File: src/rtl/billboard_glyph_quad_generator_core_assert.svh
// Assertion shorthands used by bgq_back.
`ifndef BILLBOARD_GLYPH_QUAD_GENERATOR_CORE_ASSERT_SVH
`define BILLBOARD_GLYPH_QUAD_GENERATOR_CORE_ASSERT_SVH

// Consequent checked in the same cycle as the antecedent.
`define BGQ_ASSERT_SAME(lbl, clk, rstn, ante, cons, msg) \
  lbl: assert property (@(posedge clk) disable iff (!rstn) (ante) |-> (cons)) \
    else $error(msg);

// Consequent checked in the cycle after the antecedent.
`define BGQ_ASSERT_NEXT(lbl, clk, rstn, ante, cons, msg) \
  lbl: assert property (@(posedge clk) disable iff (!rstn) (ante) |=> (cons)) \
    else $error(msg);

`endif

File: src/rtl/bgq_pkg.sv
`default_nettype none
package bgq_pkg;

  localparam logic [7:0]  CHAR_FIRST = 8'd32;
  localparam logic [7:0]  CHAR_LAST  = 8'd126;
  localparam logic [16:0] UV_ONE     = 17'h10000;
  localparam int unsigned DIV_STEPS  = 24;
  localparam int unsigned MUL_STEPS  = 5;
  localparam int unsigned QUEUE_DEPTH = 2;

  localparam logic [2:0] STEP_CURSOR = 3'd0;
  localparam logic [2:0] STEP_R_POS  = 3'd1;
  localparam logic [2:0] STEP_R_NEG  = 3'd2;
  localparam logic [2:0] STEP_U_POS  = 3'd3;
  localparam logic [2:0] STEP_U_NEG  = 3'd4;

  typedef struct packed {
    logic [7:0]         char_code;
    logic               first_of_string;
    logic               start_batch;
    logic signed [31:0] anchor_x;
    logic signed [31:0] anchor_y;
    logic signed [31:0] anchor_z;
    logic [30:0]        glyph_scale;
  } item_t;

  typedef struct packed {
    logic signed [31:0] vert_x;
    logic signed [31:0] vert_y;
    logic signed [31:0] vert_z;
    logic [16:0]        tex_u;
    logic [16:0]        tex_v;
    logic [1:0]         corner;
    logic [15:0]        vertex_number;
    logic               last_of_glyph;
    logic               overflow;
  } vertex_t;

  typedef struct packed {
    logic [7:0]         atlas_columns;
    logic [7:0]         atlas_rows;
    logic signed [31:0] right_x;
    logic signed [31:0] right_y;
    logic signed [31:0] right_z;
    logic signed [31:0] up_x;
    logic signed [31:0] up_y;
    logic signed [31:0] up_z;
  } cfg_t;

  localparam cfg_t CFG_RESET = '{
    atlas_columns: 8'd16,
    atlas_rows:    8'd16,
    right_x:       32'sh0001_0000,
    right_y:       32'sh0,
    right_z:       32'sh0,
    up_x:          32'sh0,
    up_y:          32'sh0001_0000,
    up_z:          32'sh0
  };

  typedef struct packed {
    logic               first_of_string;
    logic               start_batch;
    logic signed [31:0] anchor_x;
    logic signed [31:0] anchor_y;
    logic signed [31:0] anchor_z;
    logic [30:0]        glyph_scale;
    logic [16:0]        u0;
    logic [16:0]        u1;
    logic [16:0]        v0;
    logic [16:0]        v1;
  } job_t;

  typedef enum logic [2:0] {
    REG_ATLAS_COLUMNS,
    REG_ATLAS_ROWS,
    REG_RIGHT_X,
    REG_RIGHT_Y,
    REG_RIGHT_Z,
    REG_UP_X,
    REG_UP_Y,
    REG_UP_Z
  } cfg_reg_e;

  typedef enum logic [1:0] {F_IDLE, F_LOAD, F_DIV, F_PUSH} front_state_e;

  typedef enum logic [2:0] {OP_CELL, OP_U0, OP_U1, OP_V0, OP_V1} div_op_e;

  typedef enum logic [1:0] {B_IDLE, B_MUL, B_EMIT} back_state_e;

endpackage
`default_nettype wire

File: src/rtl/bgq_fifo.sv
`default_nettype none
module bgq_fifo (
  input  logic         clk_i,
  input  logic         rst_ni,
  input  logic         push_valid_i,
  output logic         push_ready_o,
  input  bgq_pkg::job_t push_data_i,
  output logic         pop_valid_o,
  input  logic         pop_ready_i,
  output bgq_pkg::job_t pop_data_o
);
  import bgq_pkg::*;

  localparam int unsigned PTR_W = (QUEUE_DEPTH > 1) ? $clog2(QUEUE_DEPTH) : 1;
  localparam int unsigned CNT_W = $clog2(QUEUE_DEPTH + 1);

  job_t             mem_q [QUEUE_DEPTH];
  logic [PTR_W-1:0] wr_ptr_q, rd_ptr_q;
  logic [CNT_W-1:0] count_q;
  logic             push, pop;

  assign push_ready_o = (count_q != CNT_W'(QUEUE_DEPTH));
  assign pop_valid_o  = (count_q != '0);
  assign pop_data_o   = mem_q[rd_ptr_q];
  assign push         = push_valid_i && push_ready_o;
  assign pop          = pop_valid_o && pop_ready_i;

  always_ff @(posedge clk_i or negedge rst_ni) begin
    if (!rst_ni) begin
      wr_ptr_q <= '0;
      rd_ptr_q <= '0;
      count_q  <= '0;
    end else begin
      if (push) begin
        wr_ptr_q <= (wr_ptr_q == PTR_W'(QUEUE_DEPTH - 1)) ? '0 : wr_ptr_q + PTR_W'(1);
      end
      if (pop) begin
        rd_ptr_q <= (rd_ptr_q == PTR_W'(QUEUE_DEPTH - 1)) ? '0 : rd_ptr_q + PTR_W'(1);
      end
      count_q <= count_q + CNT_W'(push) - CNT_W'(pop);
    end
  end

  always_ff @(posedge clk_i) begin
    if (push) mem_q[wr_ptr_q] <= push_data_i;
  end

endmodule
`default_nettype wire

File: config.mk
export PLATFORM = sky130hd
export DESIGN_NAME = bgq_fifo
export DESIGN_NICKNAME = d
export VERILOG_FILES = /design/src/rtl/billboard_glyph_quad_generator_core_assert.svh /design/src/rtl/bgq_pkg.sv /design/src/rtl/bgq_fifo.sv
export SDC_FILE = /design/constraint.sdc
export NUM_CORES = 1
export LEC_CHECK = 0
export BUFFER_PORTS_ARGS = -buffer_cell sky130_fd_sc_hd__buf_2
export CAP_MARGIN = 30
export CORE_AREA = 2 2 166 168
export CTS_CLUSTER_DIAMETER = 100
export DETAILED_ROUTE_END_ITERATION = 7
export DIE_AREA = 0 0 168 170
export PLACE_DENSITY = 0.92
export RECOVER_POWER = 100
export SLEW_MARGIN = 20
export SYNTH_ARGS = -nofsm -noshare
export SYNTH_HDL_FRONTEND = slang
export SYNTH_SLANG_ARGS = --single-unit
File: constraint.sdc
create_clock -name clk_i -period 30 [get_ports clk_i]
set_input_delay 1.5 -clock clk_i [delete_from_list [all_inputs] [get_ports clk_i]]
set_output_delay 1.5 -clock clk_i [all_outputs]
set_load 0.05 [all_outputs]
==> run_results.csv <==
group,metric,value,unit
outcome,status,"finished with violations",
outcome,violations,"capacitance limit, slew limit",
placed_design,gp_congestion,0.800,
setup_path,crit_cells,5,
clock_network,clock_latency,0.51,ns
logic_synthesis,yosys_warnings,0,
clock_network,cts_root_buf,"clkbuf_16",
drt,routed_wl,30700,µm
clock_network,htreeDepth,2,
timing,maxSlewHeadroom,-1.65,
worst_hold_path,hold_path_class,"register to register",
timing,rsz0062_at_grt,"no",
setup_path,critPathLaunchType,"primary input",
global_route,grt-ovfl-total,0,
setup_path,crit_arrival,7.16,ns
power,power_density,120,nW/µm²
setup_path,crit_top_cell,"clkbuf_1",
clock_network,cts_setup_buffers,0,
die,die_w,168,µm
setup_path,reg2reg_depth,5,
worst_hold_path,worstHoldPathCells,1,
timing,setup_violations,0,
logic_synthesis,ys_ff_latch,398,
clock_network,cts_tree,"yes",
drt,first_pass_iters,6,
timing,timing.clock.skew,0.0120,ns
timing,max_freq,140,MHz
final_layout,layout-drive-gt1-share,0.309,
setup_path,endpoint_kind,"register",
clock_network,clkTransAtPathRegs,0.06,ns
final_layout,utilization,0.667,
timing,min_period,7.12,ns
setup_path,worst-r2r-setup-slack,23.51,ns
clock_network,postCtsResizedCells,0,
final_layout,final_common_cell,"edfxtp_1",
logic_synthesis,syn_area_per_cell,23.4,µm²
timing,tns,0,ns
setup_path,path_class,"primary input to register",
setup_path,rr_endpoint,"mem_q[0][86]",
die,initial_core_util,0.557,
setup_path,cpLargestDelayFamily,"buffers and inverters",
global_route,grt_pass1_vias,7789,
final_layout,nets,1267,
logic_synthesis,synth_fp_nets,837,
clock_network,cts_buffer_depth,3,
global_route,grt_max_degree,76,
logic_synthesis,synth_area,14900,µm²
drt,drt_iter0_markers,639,
die,fp.coreArea,26700,µm²
setup_path,critPathMaxStageDelay,2.73,ns
setup_path,cpMaxStageDelayCell,"clkbuf_1",
clock_network,cts_num_sinks,398,
global_route,antenna_found_initial,2,
timing,finalHoldViolCount,0,
logic_synthesis,synthCells,635,
die,die_y,170,µm
setup_path,reg2reg_from,"count_q[0]",
drt,route.detailed.drc,0,
timing,fin_crit_sh,0.237,
power,ir_drop,0.0896,mV
setup_path,crit_buf_inv,3,
clock_network,cts_buffers,40,
worst_hold_path,hold_start,"wr_ptr_q",
power,power,2.14,mW
setup_path,required,30.03,ns
logic_synthesis,synth_cell_types,19,
die,die_area,28600,µm²
die,ioPinCount,400,
setup_path,path_cells,"clkbuf_1 -> nand2_1 -> nor2_4 -> clkbuf_1 -> clkbuf_1",
logic_synthesis,yosysSeqAreaShare,0.803,
final_layout,area_growth,19.7,%
clock_network,postCtsHoldBufs,0,
drt,viasPerCell,5.32,
global_route,track_usage,0.202,
final_layout,final_cell_mix,"edfxtp_1 (394), clkbuf_1 (216), buf_2 (205)",
timing,worstMarginPinSlew,3.98,ns
timing,slew_violations,576,
drt,via_count,7640,
die,rows,60,
power,power.leakage,6.22,nW
run,maxCapViolations,11,
placed_design,place_hpwl,20700,µm
final_layout,fill_cells,1857,
drt,antenna_left,0,
worst_hold_path,hold_end,"wr_ptr_q",
global_route,grt_pass1_wl,43400,µm
setup_path,crit_fanout,66,
placed_design,io_buffers,399,
drt,wl_per_cell,21.4,µm
==> where the power goes <==
group | switching, mW | internal [mW]
Combinational | 0.653 | 0.195
Clock | 0.192 | 0.287
Sequential | 0.0357 | 0.774
==> state kept, by name (all words and copies together) (netlist names) <==
register	flops
rd_ptr_q	1
mem_q	394
count_q	2
wr_ptr_q	1
==> routing by layer <==
metal / wire length [µm] / GRT usage
met5: 0 / 0
met3: 2770 / 0.0574
met4: 1190 / 0.0862
met2: 15700 / 0.357
met1: 11100 / 0.233
==> Yosys cell counts <==
cell type,n,share of area
nand2_1,2,0.00051
a21bo_2,1,0.00067
mux2_4,101,0.10
buf_2,7,0.0024
nor2b_1,1,0.00042
xnor2_1,3,0.0018
dfrtp_1,4,0.0067
buf_6,15,0.011
and3_1,1,0.00042
or2_2,1,0.00042
a211oi_1,1,0.00051
nand2b_1,1,0.00042
ha_1,1,0.00084
a32oi_1,1,0.00059
mux2_2,96,0.073
edfxtp_1,394,0.80
nor2_1,3,0.00076
nand3_1,1,0.00034
o21ai_0,1,0.00034
==> cell type report <==
cell class / count / area (µm²) / area share
flip-flops and latches: 398 / 11900 / 0.671
multi-input cells: 215 / 2360 / 0.133
repair buffers: 410 / 1800 / 0.101
clock buffers: 54 / 1080 / 0.0610
well taps: 341 / 427 / 0.0240
clock inverters: 15 / 178 / 0.00999
diodes: 2 / 5.00 / 0.000281
==> metrics by stage <==
| stage | instances | area, µm² | hold slack, ns | setup slack (ns) |
|---|---|---|---|---|
| 6_report | 1435 | 17800 | 0.549 | 22.88 |
| 5_1_grt | 1435 | 17800 | 0.568 | 22.32 |
| 4_1_cts | 1432 | 18500 | 0.564 | 25.49 |
| 3_5_place_dp | 1363 | 17200 | 0.550 | 26.05 |
| 3_3_place_gp | 1361 | 17100 | 0.539 | 25.59 |
| 2_1_floorplan | 635 | 14900 | 0.460 | 19.48 |
==> cell families after synthesis <==
| kind of cell | count (synthesis) | share of synthesized area |
|---|---|---|
| DFF | 398 | 0.803 |
| muxes | 197 | 0.175 |
| buffers and inverters | 22 | 0.0137 |
| and+or+nand+nor | 10 | 0.00329 |
| AOI/OAI and AO/OA | 4 | 0.00211 |
| xor gates and xnor gates | 3 | 0.00177 |
| adders and majority gates | 1 | 0.000842 |
==> how the worst max path moves through the flow <==
stage,startpoint,endpoint,slack (ns)
2_1_floorplan,push_valid_i,mem_q[0][0],19.48
3_3_place_gp,rd_ptr_q,pop_data_o[141],25.59
3_5_place_dp,rd_ptr_q,pop_data_o[140],26.05
4_1_cts,rd_ptr_q,pop_data_o[140],25.49
5_1_grt,push_valid_i,mem_q[0][112],22.32
6_report,push_valid_i,mem_q[0][86],22.88
No activity file was read; power rests on OpenSTA's default activity.
