**src/rtl/billboard_glyph_quad_generator_core_assert.svh**
```systemverilog
// Assertion shorthands used by bgq_back.
`ifndef BILLBOARD_GLYPH_QUAD_GENERATOR_CORE_ASSERT_SVH
`define BILLBOARD_GLYPH_QUAD_GENERATOR_CORE_ASSERT_SVH

// Consequent checked in the same cycle as the antecedent.
`define BGQ_ASSERT_SAME(lbl, clk, rstn, ante, cons, msg) \
  lbl: assert property (@(posedge clk) disable iff (!rstn) (ante) |-> (cons)) \
    else $error(msg);

// Consequent checked in the cycle after the antecedent.
`define BGQ_ASSERT_NEXT(lbl, clk, rstn, ante, cons, msg) \
  lbl: assert property (@(posedge clk) disable iff (!rstn) (ante) |=> (cons)) \
    else $error(msg);

`endif

```
**src/rtl/bgq_pkg.sv**
```systemverilog
`default_nettype none
package bgq_pkg;

  localparam logic [7:0]  CHAR_FIRST = 8'd32;
  localparam logic [7:0]  CHAR_LAST  = 8'd126;
  localparam logic [16:0] UV_ONE     = 17'h10000;
  localparam int unsigned DIV_STEPS  = 24;
  localparam int unsigned MUL_STEPS  = 5;
  localparam int unsigned QUEUE_DEPTH = 2;

  localparam logic [2:0] STEP_CURSOR = 3'd0;
  localparam logic [2:0] STEP_R_POS  = 3'd1;
  localparam logic [2:0] STEP_R_NEG  = 3'd2;
  localparam logic [2:0] STEP_U_POS  = 3'd3;
  localparam logic [2:0] STEP_U_NEG  = 3'd4;

  typedef struct packed {
    logic [7:0]         char_code;
    logic               first_of_string;
    logic               start_batch;
    logic signed [31:0] anchor_x;
    logic signed [31:0] anchor_y;
    logic signed [31:0] anchor_z;
    logic [30:0]        glyph_scale;
  } item_t;

  typedef struct packed {
    logic signed [31:0] vert_x;
    logic signed [31:0] vert_y;
    logic signed [31:0] vert_z;
    logic [16:0]        tex_u;
    logic [16:0]        tex_v;
    logic [1:0]         corner;
    logic [15:0]        vertex_number;
    logic               last_of_glyph;
    logic               overflow;
  } vertex_t;

  typedef struct packed {
    logic [7:0]         atlas_columns;
    logic [7:0]         atlas_rows;
    logic signed [31:0] right_x;
    logic signed [31:0] right_y;
    logic signed [31:0] right_z;
    logic signed [31:0] up_x;
    logic signed [31:0] up_y;
    logic signed [31:0] up_z;
  } cfg_t;

  localparam cfg_t CFG_RESET = '{
    atlas_columns: 8'd16,
    atlas_rows:    8'd16,
    right_x:       32'sh0001_0000,
    right_y:       32'sh0,
    right_z:       32'sh0,
    up_x:          32'sh0,
    up_y:          32'sh0001_0000,
    up_z:          32'sh0
  };

  typedef struct packed {
    logic               first_of_string;
    logic               start_batch;
    logic signed [31:0] anchor_x;
    logic signed [31:0] anchor_y;
    logic signed [31:0] anchor_z;
    logic [30:0]        glyph_scale;
    logic [16:0]        u0;
    logic [16:0]        u1;
    logic [16:0]        v0;
    logic [16:0]        v1;
  } job_t;

  typedef enum logic [2:0] {
    REG_ATLAS_COLUMNS,
    REG_ATLAS_ROWS,
    REG_RIGHT_X,
    REG_RIGHT_Y,
    REG_RIGHT_Z,
    REG_UP_X,
    REG_UP_Y,
    REG_UP_Z
  } cfg_reg_e;

  typedef enum logic [1:0] {F_IDLE, F_LOAD, F_DIV, F_PUSH} front_state_e;

  typedef enum logic [2:0] {OP_CELL, OP_U0, OP_U1, OP_V0, OP_V1} div_op_e;

  typedef enum logic [1:0] {B_IDLE, B_MUL, B_EMIT} back_state_e;

endpackage
`default_nettype wire

```
**src/rtl/bgq_front.sv**
```systemverilog
`default_nettype none
module bgq_front (
  input  logic          clk_i,
  input  logic          rst_ni,
  input  bgq_pkg::cfg_t  cfg_i,
  input  logic          in_valid_i,
  output logic          in_ready_o,
  input  bgq_pkg::item_t in_item_i,
  output logic          job_valid_o,
  input  logic          job_ready_i,
  output bgq_pkg::job_t  job_o
);
  import bgq_pkg::*;

  front_state_e state_q, state_d;
  div_op_e      op_q;
  logic [4:0]   step_q;
  logic [23:0]  quo_q;
  logic [7:0]   rem_q;
  logic [7:0]   dvs_q;
  logic [7:0]   col_q, row_q;
  item_t        item_q;
  logic [16:0]  u0_q, u1_q, v0_q, v1_q;

  logic         accept, div_last, code_ok;
  logic [15:0]  cells;
  logic [8:0]   rem_sh, rem_nx;
  logic         ge;
  logic [23:0]  quo_nx;
  logic [23:0]  load_dividend;
  logic [7:0]   load_dvs;

  assign cells   = cfg_i.atlas_columns * cfg_i.atlas_rows;
  assign code_ok = (cfg_i.atlas_columns != 8'd0) && (cfg_i.atlas_rows != 8'd0) &&
                   (in_item_i.char_code >= CHAR_FIRST) &&
                   (in_item_i.char_code <= CHAR_LAST) &&
                   ({8'd0, in_item_i.char_code} < cells);

  // one restoring division step per cycle
  assign rem_sh   = {rem_q, quo_q[23]};
  assign ge       = rem_sh >= {1'b0, dvs_q};
  assign rem_nx   = ge ? (rem_sh - {1'b0, dvs_q}) : rem_sh;
  assign quo_nx   = {quo_q[22:0], ge};
  assign div_last = (step_q == 5'(DIV_STEPS - 1));

  always_comb begin
    load_dividend = {16'd0, item_q.char_code};
    load_dvs      = cfg_i.atlas_columns;
    case (op_q)
      OP_CELL: begin
        load_dividend = {16'd0, item_q.char_code};
        load_dvs      = cfg_i.atlas_columns;
      end
      OP_U0: begin
        load_dividend = {col_q, 16'd0};
        load_dvs      = cfg_i.atlas_columns;
      end
      OP_U1: begin
        load_dividend = {col_q + 8'd1, 16'd0};
        load_dvs      = cfg_i.atlas_columns;
      end
      OP_V0: begin
        load_dividend = {row_q, 16'd0};
        load_dvs      = cfg_i.atlas_rows;
      end
      OP_V1: begin
        load_dividend = {row_q + 8'd1, 16'd0};
        load_dvs      = cfg_i.atlas_rows;
      end
      default: begin
        load_dividend = {16'd0, item_q.char_code};
        load_dvs      = cfg_i.atlas_columns;
      end
    endcase
  end

  always_comb begin
    state_d = state_q;
    case (state_q)
      F_IDLE: begin
        if (in_valid_i) state_d = code_ok ? F_LOAD : F_PUSH;
      end
      F_LOAD: state_d = F_DIV;
      F_DIV: begin
        if (div_last) state_d = (op_q == OP_V1) ? F_PUSH : F_LOAD;
      end
      F_PUSH: begin
        if (job_ready_i) state_d = F_IDLE;
      end
      default: state_d = F_IDLE;
    endcase
  end

  always_comb begin
    in_ready_o  = (state_q == F_IDLE);
    job_valid_o = (state_q == F_PUSH);
  end

  assign accept = in_valid_i && in_ready_o;

  always_ff @(posedge clk_i or negedge rst_ni) begin
    if (!rst_ni) begin
      state_q <= F_IDLE;
      op_q    <= OP_CELL;
      step_q  <= 5'd0;
    end else begin
      state_q <= state_d;
      if (accept) begin
        op_q <= OP_CELL;
      end else if (state_q == F_DIV && div_last && op_q != OP_V1) begin
        op_q <= div_op_e'(op_q + 3'd1);
      end
      if (state_q == F_LOAD) begin
        step_q <= 5'd0;
      end else if (state_q == F_DIV) begin
        step_q <= step_q + 5'd1;
      end
    end
  end

  always_ff @(posedge clk_i) begin
    if (accept) begin
      item_q <= in_item_i;
      u0_q   <= 17'd0;
      u1_q   <= UV_ONE;
      v0_q   <= 17'd0;
      v1_q   <= UV_ONE;
    end
    if (state_q == F_LOAD) begin
      quo_q <= load_dividend;
      rem_q <= 8'd0;
      dvs_q <= load_dvs;
    end else if (state_q == F_DIV) begin
      quo_q <= quo_nx;
      rem_q <= rem_nx[7:0];
      if (div_last) begin
        case (op_q)
          OP_CELL: begin
            row_q <= quo_nx[7:0];
            col_q <= rem_nx[7:0];
          end
          OP_U0:   u0_q <= quo_nx[16:0];
          OP_U1:   u1_q <= quo_nx[16:0];
          OP_V0:   v0_q <= quo_nx[16:0];
          OP_V1:   v1_q <= quo_nx[16:0];
          default: ;
        endcase
      end
    end
  end

  always_comb begin
    job_o.first_of_string = item_q.first_of_string;
    job_o.start_batch     = item_q.start_batch;
    job_o.anchor_x        = item_q.anchor_x;
    job_o.anchor_y        = item_q.anchor_y;
    job_o.anchor_z        = item_q.anchor_z;
    job_o.glyph_scale     = item_q.glyph_scale;
    job_o.u0              = u0_q;
    job_o.u1              = u1_q;
    job_o.v0              = v0_q;
    job_o.v1              = v1_q;
  end

endmodule
`default_nettype wire

```
**config.mk**
```make
export PLATFORM = sky130hd
export DESIGN_NAME = bgq_front
export DESIGN_NICKNAME = d
export VERILOG_FILES = /design/src/rtl/billboard_glyph_quad_generator_core_assert.svh /design/src/rtl/bgq_pkg.sv /design/src/rtl/bgq_front.sv
export SDC_FILE = /design/constraint.sdc
export NUM_CORES = 1
export LEC_CHECK = 0
export ABC_CLOCK_PERIOD_IN_PS = 4280
export BUFFER_PORTS_ARGS = -buffer_cell sky130_fd_sc_hd__buf_2
export CORE_AREA = 5 5 209 211
export DETAILED_ROUTE_END_ITERATION = 8
export DIE_AREA = 0 0 214 216
export PLACE_DENSITY = 0.65
export SYNTH_ARGS = -nofsm -noshare
export SYNTH_HDL_FRONTEND = slang
export SYNTH_SLANG_ARGS = --single-unit
```
**constraint.sdc**
```tcl
create_clock -name clk_i -period 4.28 [get_ports clk_i]
set_input_delay 1.07 -clock clk_i [delete_from_list [all_inputs] [get_ports clk_i]]
set_output_delay 1.07 -clock clk_i [all_outputs]
set_load 0.02 [all_outputs]
```
==> metrics.cfg, run 1 <==
[run_status]
status = complete, but fails checks
violations = setup timing

[sta]
hold_viol_final = 0
timing.slew.headroom_pct = 31.0
max_freq_ghz = 0.214
setup-violations-final = 1
setup_slack_ns = -0.383
tns_ns = -0.383
min_period_ns = 4.66
slew_violations = 0
skew_ns = 0.0167
max_slew.worst_pin.slew_ns = 1.03
rsz0062_at_grt = yes
hold-worst-slack_ns = 0.373
fin_crit_sh_pct = 109

[synth]
synth_largest_area_cell = edfxtp_1
synth_edf_count = 185
yosysTopAreaCellShare_pct = 41.4
syn_area_um2 = 13400
syn_inst = 1169
yosysWarnings = 0
ys.flop_type = edfxtp_1
synth_seq_cells = 271
synth_area_per_cell_um2 = 11.5
post-synth-top-count-cell = edfxtp_1
ys_async_sr_fraction_pct = 3.69
synth_area_leaders = edfxtp_1 41%, dfxtp_1 11%, buf_4 7.3%
ys_top_cells_by_count = 185 x edfxtp_1, 170 x nand2_1, 130 x buf_4
seq_area_frac_synth_pct = 54.7
syn_nets = 1617
yosysUniqueCellTypes = 62

[worst_setup_path]
crit_fanout = 7
critPathLaunchType = input port
crit_path_start = cfg_i[194]
path_class = in2reg
crit_path_end_kind = flop
worst-endpoint-arrival_ns = 5.15
rr_startpoint = state_q[0]
crit_required_ns = 4.77

[final_layout]
nFillCells = 4015
multiInputGateArea_um2 = 4760
finalNetCount = 1900
drive_gt1_share_pct = 35.5
register_area_um2 = 7330
final_cell_count_no_fill = 2016
final_area_um2 = 16400
syn_to_final_growth_pct = 22.5

[placement]
port-buffer-count = 355
dpl.cell_count = 1959
postPlaceCellArea_um2 = 15300
hpwl_um = 32900
routabilityCongestion = 0.912

[clocking]
ctsHoldBuffers = 0
clock_latency_ns = 0.57
cts_tree = built
h-tree-depth = 1
clock_path_buffers = 3
clk_pin_slew_ns = 0.07
cts_root_buf = clkbuf_16
cts_made_buffers = 30
cts_sinks = 271
cts_setup_buffers = 0

[route]
drt_pre_antenna_iters = 5
drt_iter0_markers = 818
route.vias.total = 9527
drt-wirelength-per-cell_um = 20.7
viasPerCell = 4.73
drc = 0
drt-total-wl_um = 41800
drt.antenna.violating_nets = 0

[die]
die_w_um = 214
die_h_um = 216
start_util_pct = 32.2
die-area_um2 = 46200
fp.coreArea_um2 = 41600
rows = 75
ios = 548

[grt]
grt_pass1_vias = 9529
grt_first_pass_wirelength_um = 61400
grt_max_degree = 67
grtUsageTotal_pct = 17.4
grt.overflow.total = 0
antenna_found_initial = 5

[run]
max-cap-violations = 0

[power_and_ir_drop]
ir_worst_vdd_mv = 0.387
powerDensity_nw_per_um2 = 493
leakagePower_nw = 7.15
power_mw = 8.09

[min_path]
hold_class = in2async

==> cells in the final DEF, fill, tap and decap left out, types with 31 or more instances in the layout <==
master and count:
inv_1 80, fa_1 33, ha_1 57, buf_4 70, edfxtp_1 185, nand2_1 168, dfxtp_1 76, and2_1 52
buf_2 349, o21ai_0 87, clkbuf_16 31
==> worst max-delay path, cell delays in order <==
cell and delay, ns:
buf_2 0.18, nand2_1 0.10, fa_1 0.46, fa_1 0.49
inv_1 0.05, fa_1 0.53, inv_1 0.06, fa_1 0.49
inv_2 0.05, ha_4 0.21, and2_4 0.14, a221o_1 0.34
a21o_2 0.23, a211o_1 0.29, a2bb2oi_2 0.12, nand4_1 0.11
o31ai_2 0.21
==> final cells by class <==
cell class | instances | area share (%)
antenna | 1 | 0.0152
inverter | 83 | 1.92
clock inverter | 23 | 1.51
timing repair buffer | 421 | 14.1
sequential | 271 | 44.6
clock buffer | 33 | 4.77
tap | 539 | 4.11
multi-input combinational | 645 | 29.0
==> final timing paths <==
check                           cells past startpoint         end  slack (ns)
min in group clk_i                                  2    v1_q[13]        0.45
worst max-delay path                               17  state_q[1]       -0.38
max in group asynchronous                           1   step_q[0]        3.67
worst min register to register                      2    v1_q[13]        0.45
worst min-delay path                                1  state_q[1]        0.37
worst max register to register                      6    col_q[0]        1.37
==> what timing repair did <==
item,CTS,global route
gates resized for setup,15,4
pin swaps,3,6
gates cloned,0,0
setup endpoints to repair,1,1
==> cells by family (layout without fill, tap and decap cells) <==
group           after synthesis  count (layout)  share of synthesized area [%]
simple gates                320             320                           11.3
buf+inv                     253             560                           10.8
compound gates              182             182                           8.69
xor+xnor                     19              19                           1.24
flops                       271             271                           54.7
other cells                   0               1                              0
mux                          25              25                           2.03
fa+ha+maj                    99              99                           11.3
==> registers in the layout (all words and copies together), names as in the netlist <==
name,count
job_o,129
quo_q,24
u0_q,17
u1_q,17
v0_q,17
v1_q,17
col_q,8
dvs_q,8
item_q,8
rem_q,8
row_q,8
step_q,5
op_q,3
state_q,2
==> layer usage <==
metal | track usage [%] | vias up | wire [um]
li1 | - | 4469 | -
met1 | 19.4 | 4569 | 15400
met2 | 30.9 | 404 | 21000
met3 | 4.97 | 79 | 3170
met4 | 8.05 | 6 | 2180
met5 | 0 | - | 43
==> through the flow <==
stage	utilization (%)	setup WS (ns)
6_report	39.5	-0.383
5_1_grt	39.5	-0.572
4_1_cts	39.4	-0.372
3_5_place_dp	36.8	-1.08
3_3_place_gp	36.8	-1.05
2_1_floorplan	-	-0.795
==> power breakdown <==
group | switching [mW] | internal [mW] | leakage (nW)
sequential | 0.335 | 3.03 | 2.42
clock | 1.12 | 1.58 | 0.496
combinational | 1.02 | 1.01 | 4.24
Power figures use the tool's default switching activity.
==> run 2: changes to the inputs <==
==> constraint.sdc (replaced) <==
create_clock -name clk_i -period 4.28 [get_ports clk_i]
set_input_delay 0.856 -clock clk_i [delete_from_list [all_inputs] [get_ports clk_i]]
set_output_delay 0.856 -clock clk_i [all_outputs]
set_load 0.02 [all_outputs]
==> run 2 against run 1 <==
The run still ends with setup timing left; final cell count is 0.15% lower; clock skew decreased by 0.0030 ns; clock-buffer cell count grew 5; global-route usage shrank 0.15 points; register-to-register slack is essentially flat; sequential power is essentially flat; critical path depth unchanged; maximum frequency rose by 3.9%; hold slack got worse by 0.20 ns; critical path type unchanged.
==> metrics.cfg, run 2 (same netlist as run 1, synthesis figures left out) <==
[final_layout]
finalNetCount = 1898  ; was 1,900
largest_reg_flops = 129  ; unchanged
final_common_cell = buf_2  ; unchanged
final_area_um2 = 16300  ; was 16,400 um2
syn_to_final_growth_pct = 21.7  ; was 22.5%
finish.utilization_pct = 39.3  ; was 39.5%
mostFrequentLayoutCells = 344 x buf_2, 185 x edfxtp_1, 166 x nand2_1  ; was 349 x buf_2, 185 x edfxtp_1, 168 x nand2_1
drive_gt1_share_pct = 35.4  ; was 35.5%
diodes = 0  ; was 1
nFillCells = 4051  ; was 4,015

[placement]
hpwl_um = 32800  ; was 32,900 um
port-buffer-count = 355  ; unchanged
postPlaceCellArea_um2 = 15300  ; about the same
routabilityCongestion = 0.908  ; was 0.912

[worst_setup_path]
worst-endpoint-arrival_ns = 4.96  ; was 5.15 ns
crit_path_end_kind = flop  ; unchanged
cp_slowest_cell = fa_1  ; unchanged
path_class = in2reg  ; unchanged
crit_path_max_incr_delay_ns = 0.58  ; was 0.53 ns
worstPathCellList = buf_4 -> buf_4 -> and2_4 -> fa_2 -> fa_1 -> fa_1 -> inv_2 -> fa_1 -> inv_2 -> ha_4 -> and2_4 -> a221o_1 -> a21o_2 -> a211o_1 -> a2bb2oi_1 -> nand4_1 -> o31ai_2  ; was buf_2 -> nand2_1 -> fa_1 -> fa_1 -> inv_1 -> fa_1 -> inv_1 -> fa_1 -> inv_2 -> ha_4 -> and2_4 -> a221o_1 -> a21o_2 -> a211o_1 -> a2bb2oi_2 -> nand4_1 -> o31ai_2
crit_required_ns = 4.75  ; was 4.77 ns
critPathLaunchType = input port  ; unchanged
path_common_cell = fa_1  ; unchanged
crit_fanout = 5  ; was 7

[die]
rows = 75  ; unchanged
start_util_pct = 32.2  ; unchanged
ios = 548  ; unchanged
fp.coreArea_um2 = 41600  ; unchanged
die_h_um = 216  ; unchanged
die_w_um = 214  ; unchanged
die-area_um2 = 46200  ; unchanged

[clocking]
cts_sinks = 271  ; unchanged
clock_latency_ns = 0.56  ; was 0.57 ns
cts_made_buffers = 30  ; unchanged
clk_pin_slew_ns = 0.06  ; was 0.07 ns
cts_tree = built  ; unchanged
h-tree-depth = 1  ; unchanged
clock_path_buffers = 3  ; unchanged
cts_root_buf = clkbuf_16  ; unchanged

[min_path]
hold_class = in2async  ; unchanged

[sta]
max_freq_ghz = 0.223  ; was 0.214 GHz
skew_ns = 0.0137  ; was 0.0167 ns
max_slew.worst_pin.slew_ns = 1.12  ; was 1.03 ns
hold-worst-slack_ns = 0.176  ; was 0.373 ns
setup_slack_ns = -0.208  ; was -0.383 ns
setup-violations-final = 1  ; unchanged
hold_viol_final = 0  ; unchanged
rsz0062_at_grt = yes  ; unchanged
slew_violations = 0  ; unchanged
tns_ns = -0.208  ; was -0.383 ns
min_period_ns = 4.49  ; was 4.66 ns
timing.slew.headroom_pct = 24.4  ; was 31.0%
fin_crit_sh_pct = 105  ; was 109%

[grt]
grt_busiest_layer = met2  ; unchanged
grt_first_pass_wirelength_um = 60900  ; was 61,400 um
grt_max_degree = 99  ; was 67
grt_pass1_vias = 9519  ; was 9,529
grt.overflow.total = 0  ; unchanged
use_met1_pct = 19.4  ; about the same
grtUsageTotal_pct = 17.3  ; was 17.4%
grt_util_met2_pct = 31.9  ; was 30.9%
use_met3_pct = 4.32  ; was 4.97%
antenna_found_initial = 2  ; was 5

[route]
drt_iter0_markers = 859  ; was 818
route.vias.total = 9483  ; was 9,527
viasPerCell = 4.71  ; was 4.73
drt.antenna.violating_nets = 0  ; unchanged
drc = 0  ; unchanged
drt-wirelength-per-cell_um = 20.6  ; was 20.7 um
drt_pre_antenna_iters = 5  ; unchanged
drt-total-wl_um = 41500  ; was 41,800 um

[power_and_ir_drop]
ir_worst_vdd_mv = 0.313  ; was 0.387 mV
leakagePower_nw = 7.10  ; was 7.15 nW
powerDensity_nw_per_um2 = 479  ; was 493 nW/um2

[run]
max-cap-violations = 0  ; unchanged

[run_status]
violations = setup timing  ; unchanged
status = complete, but fails checks  ; unchanged

run 2: what timing repair did:
item | 4_1_cts | 5_1_grt
setup buffers | 0 | 0
hold buffers | 0 | 0
resized for setup | 27 | 3
endpoints found under the setup margin | 1 | 1
pin swaps | 13 | 9
run 2: cell type report:
class / instances / area, um2 / area share, %
Clock buffer: 38 / 812 / 4.98
Tap cell: 539 / 674 / 4.13
Clock inverter: 18 / 133 / 0.813
Timing Repair Buffer: 419 / 2300 / 14.1
Multi-Input combinational cell: 645 / 4750 / 29.1
Inverter: 83 / 315 / 1.93
Sequential cell: 271 / 7330 / 44.9
run 2: stage by stage:
step	setup slack [ns]	power (mW)	instances
4_1_cts	-0.125	7.93	2013
2_1_floorplan	-0.581	4.48	1169
3_5_place_dp	-0.911	5.34	1957
3_3_place_gp	-0.830	5.31	1957
6_report	-0.208	7.82	2013
5_1_grt	-0.335	8.26	2013
run 2: worst paths after layout:
check / start / end / slack, ns / depth (start not counted)
worst max-delay path: cfg_i[204] / state_q[1] / -0.21 / 17
worst min-delay path: rst_ni / state_q[1] / 0.18 / 1
worst max register to register: state_q[0] / row_q[0] / 1.36 / 6
worst min register to register: u0_q[0] / u0_q[0] / 0.46 / 2
max in group asynchronous: rst_ni / op_q[0] / 3.88 / 1
min in group clk_i: u0_q[0] / u0_q[0] / 0.46 / 2
run 2: per-layer routing:
layer	vias to the layer above	routed length, um
li1	4470	-
met1	4600	15600
met2	353	21600
met3	56	2760
met4	4	1430
met5	-	31
run 2: power by group:
part	total, mW	switching [mW]	internal [mW]
combinational	1.99	1.00	0.991
clock	2.47	1.06	1.41
sequential	3.36	0.328	3.03
run 2: critical path: cells and delay by family:
family,cells,cell delay [ns]
AO/OA/AOI/OAI,5,1.20
adder cells (fa/ha/maj),5,2.14
buffers and inverters,4,0.37
AND/OR/NAND/NOR,3,0.39
==> run 3: changes to the inputs <==
--- a/config.mk
+++ b/config.mk
@@ -11,6 +11,7 @@
 export DETAILED_ROUTE_END_ITERATION = 8
 export DIE_AREA = 0 0 214 216
 export PLACE_DENSITY = 0.65
+export SKIP_LAST_GASP = 1
 export SYNTH_ARGS = -nofsm -noshare
 export SYNTH_HDL_FRONTEND = slang
 export SYNTH_SLANG_ARGS = --single-unit
==> run 3 against run 2 <==
The flow still finishes with violations (setup timing); clock power barely moved; die area did not move; maximum frequency did not move; critical path type unchanged; largest power group unchanged; highest routed layer unchanged.
==> metrics.cfg, run 3 (same netlist as run 1, synthesis figures left out) <==
[grt]
antenna_found_initial = 2  ; unchanged
grt_max_degree = 99  ; unchanged
grtUsageTotal_pct = 17.3  ; unchanged
grt.overflow.total = 0  ; unchanged
grt_first_pass_wirelength_um = 60900  ; unchanged
grt_pass1_vias = 9519  ; unchanged

[power_and_ir_drop]
clockPowerShare_pct = 31.6  ; about the same
ir_worst_vdd_mv = 0.313  ; unchanged
powerDensity_nw_per_um2 = 479  ; unchanged
internal_power_mw = 5.43  ; unchanged
p_switching_mw = 2.39  ; unchanged
leakagePower_nw = 7.10  ; unchanged
switching_share_pct = 30.6  ; unchanged
seq_power_share_pct = 43.0  ; about the same
power_mw = 7.82  ; unchanged
p_comb_share_pct = 25.5  ; about the same

[clocking]
clock_latency_ns = 0.56  ; about the same
cts_sinks = 271  ; unchanged
clk_pin_slew_ns = 0.06  ; about the same
cts_root_buf = clkbuf_16  ; unchanged
cts_tree = built  ; unchanged
h-tree-depth = 1  ; unchanged
clock_path_buffers = 3  ; unchanged
ctsHoldBuffers = 0  ; unchanged
cts_made_buffers = 30  ; unchanged

[final_layout]
final_cell_count_no_fill = 2013  ; unchanged
nFillCells = 4051  ; unchanged
final_common_cell = buf_2  ; unchanged
drive_gt1_share_pct = 35.4  ; unchanged
finalNetCount = 1898  ; unchanged
syn_to_final_growth_pct = 21.7  ; unchanged
mostFrequentLayoutCells = 344 x buf_2, 185 x edfxtp_1, 166 x nand2_1  ; unchanged
largest_reg_flops = 129  ; unchanged
diodes = 0  ; unchanged
finish.utilization_pct = 39.3  ; unchanged

[die]
die_w_um = 214  ; unchanged
die-area_um2 = 46200  ; unchanged
start_util_pct = 32.2  ; unchanged
die_h_um = 216  ; unchanged
rows = 75  ; unchanged
ios = 548  ; unchanged
fp.coreArea_um2 = 41600  ; unchanged

[worst_setup_path]
crit_fanout = 5  ; unchanged
path_class = in2reg  ; unchanged
critPathLaunchType = input port  ; unchanged
crit_path_end_kind = flop  ; unchanged
crit_path_max_incr_delay_ns = 0.58  ; about the same
cp_slowest_cell = fa_1  ; unchanged
worstPathCellList = buf_4 -> buf_4 -> and2_4 -> fa_2 -> fa_1 -> fa_1 -> inv_2 -> fa_1 -> inv_2 -> ha_4 -> and2_4 -> a221o_1 -> a21o_2 -> a211o_1 -> a2bb2oi_1 -> nand4_1 -> o31ai_2  ; unchanged
crit_required_ns = 4.75  ; about the same
path_common_cell = fa_1  ; unchanged
worst-endpoint-arrival_ns = 4.96  ; about the same

[sta]
rsz0062_at_grt = yes  ; unchanged
skew_ns = 0.0137  ; unchanged
hold_viol_final = 0  ; unchanged
max_freq_ghz = 0.223  ; unchanged
fin_crit_sh_pct = 105  ; unchanged
tns_ns = -0.208  ; unchanged
setup_slack_ns = -0.208  ; unchanged
min_period_ns = 4.49  ; unchanged
max_slew.worst_pin.slew_ns = 1.12  ; unchanged
setup-violations-final = 1  ; unchanged
slew_violations = 0  ; unchanged
hold-worst-slack_ns = 0.176  ; unchanged
timing.slew.headroom_pct = 24.4  ; unchanged

[route]
drt-wirelength-per-cell_um = 20.6  ; unchanged
viasPerCell = 4.71  ; unchanged
route.vias.total = 9483  ; unchanged
drt_iter0_markers = 859  ; unchanged
drt-total-wl_um = 41500  ; unchanged
drt_pre_antenna_iters = 5  ; unchanged
drt.antenna.violating_nets = 0  ; unchanged
drc = 0  ; unchanged

[placement]
routabilityCongestion = 0.908  ; unchanged
hpwl_um = 32800  ; unchanged
dpl.cell_count = 1957  ; unchanged
port-buffer-count = 355  ; unchanged

[run]
max-cap-violations = 0  ; unchanged

[run_status]
violations = setup timing  ; unchanged
status = complete, but fails checks  ; unchanged

[min_path]
hold_class = in2async  ; unchanged

run 3: cell counts in the layout (fill, tap and decap cells not counted):
Identical to the previous run, type by type.
run 3: metrics by stage:
stage / setup WS, ns / instance area (um2)
floorplan: -0.581 / 13500
global placement: -0.830 / 15300
detailed placement: -0.911 / 15300
CTS: -0.125 / 16300
global route: -0.335 / 16300
finish: -0.208 / 16300
run 3: per-layer routing:
metal | global-route usage (%) | wire length, um
met1 | 19.4 | 15600
met2 | 31.9 | 21600
met3 | 4.32 | 2760
met4 | 5.82 | 1430
met5 | 0 | 31
run 3: timing repair:
action                                  in CTS  in global routing
buffers inserted                             0                  0
endpoints found under the hold margin        0                  0
resized for setup                           27                  3
endpoints found under the setup margin       1                  1
pin swaps                                   13                  9
run 3: power groups by stage:
| stage | clock [mW] | sequential (mW) | combinational (mW) |
|---|---|---|---|
| floorplan | 0 | 3.20 | 1.28 |
| global placement | 0 | 3.43 | 1.88 |
| detailed placement | 0 | 3.43 | 1.91 |
| CTS | 2.55 | 3.38 | 2.00 |
| global route | 2.65 | 3.38 | 2.23 |
| finish | 2.47 | 3.36 | 1.99 |
run 3: path summary, 6_finish.rpt:
check | from | endpoint | slack, ns | depth (start not counted)
worst max-delay path | cfg_i[204] | state_q[1] | -0.21 | 17
worst min-delay path | rst_ni | state_q[1] | 0.18 | 1
worst max register to register | state_q[0] | row_q[0] | 1.36 | 6
worst min register to register | u0_q[0] | u0_q[0] | 0.46 | 2
max in group asynchronous | rst_ni | op_q[0] | 3.88 | 1
min in group clk_i | u0_q[0] | u0_q[0] | 0.46 | 2
run 3: worst max-delay path, delay by kind of cell:
kind	cells	cell delay, ns
buffers and inverters	4	0.37
adder cells (fa/ha/maj)	5	2.14
AND/OR/NAND/NOR	3	0.39
AO/OA/AOI/OAI	5	1.20
run 3: area by class of cell:
class                      instances  area [um2]  share of cell area (%)
timing repair buffer             419        2300                    14.1
tap                              539         674                    4.13
multi-input combinational        645        4750                    29.1
sequential                       271        7330                    44.9
clock inverter                    18         133                   0.813
inverter                          83         315                    1.93
clock buffer                      38         812                    4.98
